`src/rtl/core/brct_pkg.sv`:
```
// Shared types and constants for the baseline removal and cosine taper block.
`default_nettype none
package brct_pkg;

  // Field and datapath widths.
  localparam int unsigned SampleW   = 24;
  localparam int unsigned SumW      = 37;
  localparam int unsigned DiffW     = 26;
  localparam int unsigned WinW      = 13;
  localparam int unsigned IdxW      = 12;
  localparam int unsigned FactW     = 17;
  localparam int unsigned MeanNumW  = 36;
  localparam int unsigned PhaseNumW = 29;
  localparam int unsigned QW        = 31;
  localparam int unsigned MulW      = 62;

  // Taper factor of one in Q1.16.
  localparam logic [FactW-1:0] FactOne = 17'd65536;
  localparam logic [QW-1:0]    QOne    = 31'd1073741824;

  // Sine polynomial coefficients in Q30.
  localparam logic [QW-1:0] CoefC1 = 31'd1686629713;
  localparam logic [QW-1:0] CoefC3 = 31'd693598668;
  localparam logic [QW-1:0] CoefC5 = 31'd85569305;
  localparam logic [QW-1:0] CoefC7 = 31'd5026995;
  localparam logic [QW-1:0] CoefC9 = 31'd172272;

  typedef enum logic [1:0] {
    MODE_START  = 2'd0,
    MODE_APPEND = 2'd1,
    MODE_DRAIN  = 2'd2,
    MODE_NOP    = 2'd3
  } mode_e;

  typedef enum logic [2:0] {
    ST_IDLE,
    ST_WAIT,
    ST_DIFF,
    ST_MUL,
    ST_EMIT
  } ctrl_state_e;

  typedef enum logic [3:0] {
    T_IDLE,
    T_DIV,
    T_X2,
    T_H7,
    T_H5,
    T_H3,
    T_H1,
    T_S,
    T_F
  } taper_state_e;

  // Per-transaction controls sent from the sequencer to every lane.
  typedef struct packed {
    logic wr_en;
    logic clear;
    logic acc_en;
    logic rd_en;
    logic mean_start;
    logic diff_en;
    logic mul_en;
    logic apply;
  } lane_ctrl_t;

endpackage
`default_nettype wire

```
`src/rtl/core/brct_div.sv`:
```
// Restoring unsigned divider, one quotient bit per cycle.
`default_nettype none
module brct_div #(
  parameter int unsigned NUM_W = 36,
  parameter int unsigned DEN_W = 13
) (
  input  wire logic             clk_i,
  input  wire logic             rst_ni,
  input  wire logic             start_i,
  input  wire logic [NUM_W-1:0] num_i,
  input  wire logic [DEN_W-1:0] den_i,
  output logic                  busy_o,
  output logic [NUM_W-1:0]      quot_o
);

  localparam int unsigned CntW = $clog2(NUM_W + 1);

  logic [NUM_W-1:0] num_q, num_d;
  logic [DEN_W-1:0] den_q;
  logic [DEN_W-1:0] rem_q, rem_d;
  logic [CntW-1:0]  cnt_q;
  logic             busy_q;
  logic [DEN_W:0]   rem_shift;
  logic             qbit;

  // One restoring step: shift in the next numerator bit and try a subtract.
  always_comb begin
    rem_shift = {rem_q, num_q[NUM_W-1]};
    qbit      = (rem_shift >= {1'b0, den_q});
    rem_d     = qbit ? DEN_W'(rem_shift - {1'b0, den_q}) : rem_shift[DEN_W-1:0];
    num_d     = {num_q[NUM_W-2:0], qbit};
  end

  always_ff @(posedge clk_i or negedge rst_ni) begin
    if (!rst_ni) begin
      num_q  <= '0;
      den_q  <= '0;
      rem_q  <= '0;
      cnt_q  <= '0;
      busy_q <= 1'b0;
    end else if (start_i) begin
      num_q  <= num_i;
      den_q  <= den_i;
      rem_q  <= '0;
      cnt_q  <= CntW'(NUM_W);
      busy_q <= 1'b1;
    end else if (busy_q) begin
      num_q <= num_d;
      rem_q <= rem_d;
      cnt_q <= cnt_q - 1'b1;
      if (cnt_q == CntW'(1)) begin
        busy_q <= 1'b0;
      end
    end
  end

  assign busy_o = busy_q;
  assign quot_o = num_q;

endmodule
`default_nettype wire

```
`src/rtl/core/brct_taper.sv`:
```
// Raised-cosine taper factor: phase divide then a shared-multiplier sine polynomial.
`default_nettype none
module brct_taper (
  input  wire logic                          clk_i,
  input  wire logic                          rst_ni,
  input  wire logic                          start_i,
  input  wire logic [brct_pkg::WinW-1:0]     j_i,
  input  wire logic [brct_pkg::WinW-1:0]     w_i,
  output logic                               busy_o,
  output logic [brct_pkg::FactW-1:0]         factor_o
);

  brct_pkg::taper_state_e state_q, state_d;

  logic [brct_pkg::PhaseNumW-1:0] num;
  logic [brct_pkg::WinW-1:0]      den;
  logic                           div_busy;
  logic [brct_pkg::PhaseNumW-1:0] quot;
  logic                           div_start;

  logic [brct_pkg::QW-1:0]    x_q, x2_q, t_q, s_q;
  logic [brct_pkg::FactW-1:0] f_q;
  logic [brct_pkg::QW-1:0]    mul_a, mul_b, coef;
  logic [brct_pkg::MulW-1:0]  prod, fsum;
  logic [brct_pkg::FactW-1:0] u;
  logic [brct_pkg::QW-1:0]    prod_hi;
  logic [brct_pkg::MulW-1:30] s_full;

  // Phase u = round(j * 65536 / (w - 1)).
  assign den       = w_i - 1'b1;
  assign num       = {j_i, 16'd0} + brct_pkg::PhaseNumW'(den >> 1);
  assign div_start = start_i && (state_q == brct_pkg::T_IDLE);

  brct_div #(
    .NUM_W (brct_pkg::PhaseNumW),
    .DEN_W (brct_pkg::WinW)
  ) u_div (
    .clk_i   (clk_i),
    .rst_ni  (rst_ni),
    .start_i (div_start),
    .num_i   (num),
    .den_i   (den),
    .busy_o  (div_busy),
    .quot_o  (quot)
  );

  assign u = (quot > brct_pkg::PhaseNumW'(brct_pkg::FactOne)) ? brct_pkg::FactOne
                                                               : quot[brct_pkg::FactW-1:0];

  // Operand selection for the one shared multiplier.
  always_comb begin
    mul_a = x2_q;
    mul_b = t_q;
    coef  = brct_pkg::CoefC7;
    case (state_q)
      brct_pkg::T_X2: begin
        mul_a = x_q;
        mul_b = x_q;
      end
      brct_pkg::T_H7: coef = brct_pkg::CoefC7;
      brct_pkg::T_H5: coef = brct_pkg::CoefC5;
      brct_pkg::T_H3: coef = brct_pkg::CoefC3;
      brct_pkg::T_H1: coef = brct_pkg::CoefC1;
      brct_pkg::T_S: begin
        mul_a = x_q;
        mul_b = t_q;
      end
      brct_pkg::T_F: begin
        mul_a = s_q;
        mul_b = s_q;
      end
      default: coef = brct_pkg::CoefC7;
    endcase
  end

  assign prod    = brct_pkg::MulW'(mul_a) * brct_pkg::MulW'(mul_b);
  assign prod_hi = prod[60:30];
  assign s_full  = prod[brct_pkg::MulW-1:30];
  assign fsum    = prod + (brct_pkg::MulW'(1) << 43);

  // Step sequencer.
  always_comb begin
    state_d = state_q;
    case (state_q)
      brct_pkg::T_IDLE: if (start_i) state_d = brct_pkg::T_DIV;
      brct_pkg::T_DIV:  if (!div_busy) state_d = brct_pkg::T_X2;
      brct_pkg::T_X2:   state_d = brct_pkg::T_H7;
      brct_pkg::T_H7:   state_d = brct_pkg::T_H5;
      brct_pkg::T_H5:   state_d = brct_pkg::T_H3;
      brct_pkg::T_H3:   state_d = brct_pkg::T_H1;
      brct_pkg::T_H1:   state_d = brct_pkg::T_S;
      brct_pkg::T_S:    state_d = brct_pkg::T_F;
      brct_pkg::T_F:    state_d = brct_pkg::T_IDLE;
      default:          state_d = brct_pkg::T_IDLE;
    endcase
  end

  always_ff @(posedge clk_i or negedge rst_ni) begin
    if (!rst_ni) begin
      state_q <= brct_pkg::T_IDLE;
    end else begin
      state_q <= state_d;
    end
  end

  // Datapath registers, one multiplication per step.
  always_ff @(posedge clk_i) begin
    case (state_q)
      brct_pkg::T_DIV: x_q <= {u, 14'd0};
      brct_pkg::T_X2: begin
        x2_q <= prod_hi;
        t_q  <= brct_pkg::CoefC9;
      end
      brct_pkg::T_H7, brct_pkg::T_H5, brct_pkg::T_H3, brct_pkg::T_H1: begin
        t_q <= coef - prod_hi;
      end
      brct_pkg::T_S: begin
        s_q <= (s_full > 32'(brct_pkg::QOne)) ? brct_pkg::QOne : s_full[30+brct_pkg::QW-1:30];
      end
      brct_pkg::T_F: begin
        f_q <= (fsum[brct_pkg::MulW-1:44] > 18'(brct_pkg::FactOne)) ? brct_pkg::FactOne
                                                                     : fsum[60:44];
      end
      default: f_q <= f_q;
    endcase
  end

  assign busy_o   = (state_q != brct_pkg::T_IDLE);
  assign factor_o = f_q;

endmodule
`default_nettype wire

```
`config.mk`:
```
export PLATFORM = sky130hd
export DESIGN_NAME = brct_taper
export DESIGN_NICKNAME = d
export VERILOG_FILES = /design/src/rtl/core/brct_pkg.sv /design/src/rtl/core/brct_div.sv /design/src/rtl/core/brct_taper.sv
export SDC_FILE = /design/constraint.sdc
export NUM_CORES = 2
export LEC_CHECK = 0
export BUFFER_PORTS_ARGS = -buffer_cell sky130_fd_sc_hd__buf_2
export CAP_MARGIN = 0
export CORE_UTILIZATION = 45
export DETAILED_ROUTE_END_ITERATION = 12
export GPL_TIMING_DRIVEN = 0
export HOLD_SLACK_MARGIN = 0.02
export SLEW_MARGIN = 10
export SYNTH_ARGS = -nofsm -noshare
export SYNTH_HDL_FRONTEND = slang
export SYNTH_SLANG_ARGS = --single-unit
```
`constraint.sdc`:
```
create_clock -name clk_i -period 13.3 [get_ports clk_i]
set_clock_uncertainty 0.05 [all_clocks]
set_input_delay 2.66 -clock clk_i [delete_from_list [all_inputs] [get_ports clk_i]]
set_output_delay 2.66 -clock clk_i [all_outputs]
set_load 0.01 [all_outputs]
```
* Word-level counts from Yosys, hierarchy flattened
Cells that the tools add are included.
** Word-level totals
- Register bits :: 192
- Input port bits :: 29
- Output and inout bits :: 18
- Logic and storage cells :: 58
** Operators by class
- $add $sub $neg :: 6
- Multiply operators :: 1
- Magnitude comparators :: 4
- Eq/ne operators :: 11
- Muxes and demuxes :: 17
- Reductions and logical operators :: 8
** Operator list (number)
- 31-bit one-hot mux with 2 select lines :: 3
- 31-bit one-hot mux with 3 select lines :: 1
- 62-bit by 44-bit adder with 62-bit output (second input constant) :: 1
- 31-bit by 31-bit multiplier with 62-bit output :: 1
- 29-bit two-way mux :: 2
- 13-bit two-way mux :: 3
- 32-bit by 31-bit greater-than comparator with 1-bit output (second input constant) :: 1
- 4-bit one-hot mux with 8 select lines :: 1
- 31-bit subtractor :: 1
- 29-bit by 12-bit adder with 29-bit output :: 1
- 29-bit by 17-bit greater-than comparator with 1-bit output (second input constant) :: 1
- 18-bit by 17-bit greater-than comparator with 1-bit output (second input constant) :: 1
- 4-bit by 3-bit == test with 1-bit output (second input constant) :: 4
- 14-bit by 13-bit >= comparator with 1-bit output :: 1
- 13-bit by 1-bit subtractor with 13-bit output (second input constant) :: 1
- 13-bit subtractor :: 1
- 5-bit two-way mux :: 2
- 4-bit by 2-bit == test with 1-bit output (second input constant) :: 2
- 4-bit two-way mux :: 2
- 5-bit by 1-bit == test with 1-bit output (second input constant) :: 1
- 5-bit by 1-bit subtractor with 5-bit output (second input constant) :: 1
- 4-bit by 1-bit == test with 1-bit output (second input constant) :: 1
- 4-bit == test (second input constant) :: 1
- 4-bit logical NOT :: 1
- other kinds (8) :: 12

* Logic depth before layout (Yosys ltp)
- Depth in word-level cells :: 6
- Depth in mapped cells :: 49
- Mapped depth without buffers :: 45

* Cells and area by module
A second synthesis with hierarchy kept.
** Second synthesis, totals
- Cells, all modules :: 4518
- Area total of the unflattened synthesis :: 41398.5 um^2
** Modules (own cells, without submodules)
- brct_taper :: times used 1, cells each 4144, area each 37851.3 um^2, sequential area each 3913.8 um^2
- brct_div :: times used 1, cells each 374, area each 3547.2 um^2, sequential area each 1526.5 um^2

* Least setup slack after synthesis
Ideal clock, no wire load.
- Path type :: register to register
- From :: register state_q[0]
- To :: register t_q[28] (netlist bit) (data pin)
- Setup time :: 0.266 ns
- Arrival time :: 11.172 ns
- Data required time :: 12.984 ns
- Slack :: 1.812 ns
- Stages on the path, launching flop included :: 44
- Path buffers :: 4
- Clock period less this slack :: 11.488 ns
- Cell sequence :: dfrtp_1 clkbuf_1 nand2b_1 nor3_1 nor2_1 clkbuf_1 clkbuf_1 a22oi_1 clkbuf_1 nor2_1 fa_1 fa_1 inv_1 fa_1 fa_1 fa_1 inv_1 fa_1 [8 not listed] a21oi_1 xnor2_1 ha_1 inv_1 fa_1 a21o_1 a21oi_1 o21ai_0 a21o_1 a41oi_1 a211oi_1 o41ai_1 maj3_1 o21bai_1 o221a_2 a21oi_1 xnor2_1 nor2_1
** On the way
- Cells in the longest elaborated chain, start to end :: 6
- Elaborated cells between the ends (all ways) :: 15
- Those cells by class :: add/sub: 1; mul: 1; eq/ne: 7; mux: 4; reduce/logical: 2
** RTL lines
- start, declared :: RTL line brct_taper.sv:13 : brct_pkg::taper_state_e state_q, state_d;
- start signal, assigned :: RTL line brct_taper.sv:100 : state_q <= brct_pkg::T_IDLE;
- start signal, assigned :: RTL line brct_taper.sv:102 : state_q <= state_d;
- 4-bit by 3-bit == test with 1-bit output or 4-bit by 2-bit == test with 1-bit output (tied branches) :: RTL line brct_taper.sv:55, brct_taper.sv:108
- 2-bit OR reduction (no line)
- 31-bit one-hot mux with 2 select lines :: RTL line brct_taper.sv:55 : case (state_q)
- 31-bit by 31-bit multiplier with 62-bit output :: RTL line brct_taper.sv:76 : assign prod = brct_pkg::MulW'(mul_a) * brct_pkg::MulW'(mul_b);
- 31-bit subtractor :: RTL line brct_taper.sv:115 : t_q <= coef - prod_hi;
- 31-bit one-hot mux with 2 select lines (*) :: RTL line brct_taper.sv:108 : case (state_q)
- end signal, assigned :: RTL line brct_taper.sv:112 : t_q <= brct_pkg::CoefC9;
- end signal, assigned :: RTL line brct_taper.sv:115
- end, declared :: RTL line brct_taper.sv:21 : logic [brct_pkg::QW-1:0] x_q, x2_q, t_q, s_q;
Mark *: on every way between the ends. The rest lies on a longest branch, timed or not.
A chain may end at the register's enable or synchronous reset.

* Final worst setup path
Ends and elaborated chain as after synthesis.

==> out/metrics.cfg <==
[floorplanning]
io_pins = 47
chipWidth_um = 302
die_h_um = 302
floorplan.initialDensity = 0.457
core_area_sq_mm = 0.0888
row_count = 109
dieArea_sq_mm = 0.0914

[synth]
synth_edf_count = 127
avgSynthCellArea_sq_um = 9.09
yosysSeqAreaShare = 0.134
netlist_instances = 4463
syn_area_sq_mm = 0.0406
synthArstFlopShare = 0.339
synth_ff_type = edfxtp_1
synth_warnings = 0
synth_area_leaders = fa_1 (41%), edfxtp_1 (9.4%), ha_1 (9.0%)
synthDistinctLibCells = 85
yosys_register_bits = 192
yosysTopAreaCellShare = 0.413
synth_nets = 5622
synth_top_cell_by_area = fa_1

[global_routing]
grt_pass1_vias = 34000
grt_usage = 0.370
grt.overflow.total = 0
antenna_found_initial = 7
grt_max_degree = 35
grt_pass1_wl_mm = 238

[routing]
wl_met3_mm = 17.0
wire_per_inst_um = 28.3
drt_iter0_markers = 3535
wl_met1_mm = 64.8
maxUsedRoutingLayer = met5
wirelength_mm = 163
dr.pass1.iters = 5
antenna_left = 0
drcViolationCount = 0
num_vias = 33400
dr_wl_met2_mm = 70.1
viasPerCell = 5.81

[placement]
dp_hpwl_mm = 135
gp_congestion = 1.05
numPortBuffers = 46

[worst_setup_path]
critPathCaptureType = register
crit_required_ns = 13.43
worstPathMaxFanout = 10
crit_arrival_ns = 13.15
worst_path_max_delay_cell = fa_1
path_common_cell = fa_1
critPathLaunchType = register
path_class = register to register
max_stage_delay_ns = 0.61

[timing]
timing.slew.headroom = 0.198
hold_viol_final = 0
fin_crit_sh = 0.979
report.final.slew_viol_count = 0
rsz0062_at_grt = yes
setup-tns-final_ns = 0
timing.final.crit_period_ns = 13.02
fmax_ghz = 0.0768
final-setup-viol-count = 0
worstMarginPinSlew_ns = 1.19

[clocking]
clk_pin_slew_worst_paths_ns = 0.08
cts_sinks = 192
numCtsBuffers = 17
cts.path.max_buffers = 2
clock_latency_ns = 0.46
clockRootBuffer = clkbuf_16
h-tree-depth = 4
cts_tree = built

[flow_run]
maxCapViolations = 0

[final_layout]
final_nets = 5724
area_delta_synth_final_pct = 9.43
utilization = 0.500
drive_gt1_frac = 0.0839
nFillCells = 8481

[min_path]
hold_path.class = register to register

[status]
status = finished clean

-- registers in the layout, summed over array words and instances (netlist names) --
name / flops
u_div.den_q: 13
u_div.busy_o: 1
factor_o: 17
t_q: 31
state_q: 4
s_q: 31
u_div.rem_q: 13
x2_q: 31
u_div.quot_o: 29
x_q: 17
u_div.cnt_q: 5
-- synthesized netlist by cell type, types with 6 or more instances --
master / n
a211oi_1: 28
a21boi_0: 6
a21o_1: 39
a21oi_1: 123
a221o_1: 37
a221oi_1: 35
a22o_1: 25
a22oi_1: 26
a31oi_1: 14
and2_1: 51
and3_1: 18
and4_1: 7
buf_1: 13
clkbuf_1: 222
dfrtp_1: 65
edfxtp_1: 127
fa_1: 838
ha_1: 292
inv_1: 813
mux2i_1: 28
nand2_1: 565
nand2b_1: 17
nand3_1: 28
nand4_1: 28
nor2_1: 658
nor2b_1: 21
nor3_1: 33
nor4_1: 13
o21a_1: 11
o21ai_0: 74
o21bai_1: 16
or2_2: 7
or3_1: 7
xnor2_1: 60
xor2_1: 27
-- critical path, delay by kind of cell, from the launching register on --
kind | cells | cell delay, ns
flops | 1 | 0.44
fa+ha+maj | 12 | 5.62
xor+xnor | 2 | 0.34
compound gates | 17 | 3.94
simple gates | 5 | 0.89
buf+inv | 7 | 1.42
-- metrics by stage --
step	setup WS [ns]	hold slack, ns	cell area [sq um]	cells
2_1_floorplan	1.81	0.404	40600	4463
3_3_place_gp	-3.25	0.444	42300	5674
3_5_place_dp	-2.24	0.447	43100	5716
4_1_cts	0.00115	0.467	44200	5744
5_1_grt	-0.0127	0.486	44400	5743
6_report	0.278	0.466	44400	5747
-- kinds of logic after synthesis --
logic type | synth area share
adders and majority gates | 0.504
AOI/OAI and AO/OA | 0.0844
buffers and inverters | 0.0979
xor gates and xnor gates | 0.0192
and+or+nand+nor | 0.153
DFF | 0.134
muxes | 0.00746
-- final cells by class --
class                   instances  area [sq um]  area share
inverters                     814          3060      0.0688
repair buffers                110           961      0.0216
multi-input cells            3217         31800       0.715
flip-flops and latches        192          5440       0.123
clock inverters                11           150     0.00338
diodes                          4          10.0    0.000225
plain buffers                 213          1060      0.0239
clock buffers                  21           503      0.0113
well taps                    1165          1460      0.0328
-- routing by layer --
metal,up-vias,track usage
li1,14100,-
met1,17100,0.501
met2,1824,0.558
met3,367,0.0835
met4,4,0.190
met5,-,0
-- layout by cell type, fill, tap and decap left out, drive strengths merged, types with 26 or more instances in the layout --
cell type	count
a22oi	26
a21oi	123
o21ai	76
mux2i	28
xor2	27
dfrtp	65
buf	129
and2	54
a21o	39
clkbuf	212
inv	821
nand2	565
nand3	29
edfxtp	127
a211oi	28
fa	838
a221o	37
nand4	28
a221oi	36
ha	292
xnor2	61
nor2	658
nor3	36
-- worst paths after layout --
| kind | from | endpoint | slack [ns] | depth (start not counted) |
|---|---|---|---|---|
| setup reg to reg | state_q[0]$_DFFE_PN0P_ | t_q[28]$_SDFFCE_PN0P_ | 0.28 | 43 |
| max in group asynchronous | rst_ni | u_div.quot_o[10]$_DFFE_PN0P_ | 10.59 | 2 |
| hold reg to reg | u_div.den_q[0]$_DFFE_PN0P_ | u_div.den_q[0]$_DFFE_PN0P_ | 0.47 | 2 |
| hold / removal | u_div.den_q[0]$_DFFE_PN0P_ | u_div.den_q[0]$_DFFE_PN0P_ | 0.47 | 2 |
| setup / recovery | state_q[0]$_DFFE_PN0P_ | t_q[28]$_SDFFCE_PN0P_ | 0.28 | 43 |
| min in group asynchronous | rst_ni | u_div.rem_q[6]$_DFFE_PN0P_ | 2.07 | 1 |
-- what timing repair did --
| item | 4_1_cts | 5_1_grt |
|---|---|---|
| resized for setup | 167 | 93 |
| setup buffers | 14 | 8 |
| pin swaps | 12 | 5 |
| hold buffers | 0 | 0 |
| cloned | 0 | 0 |
| setup endpoints to repair | 75 | 24 |
Power is not shown: default switching activity piles up to over one toggle a cycle in this logic, so the estimate is an artifact.
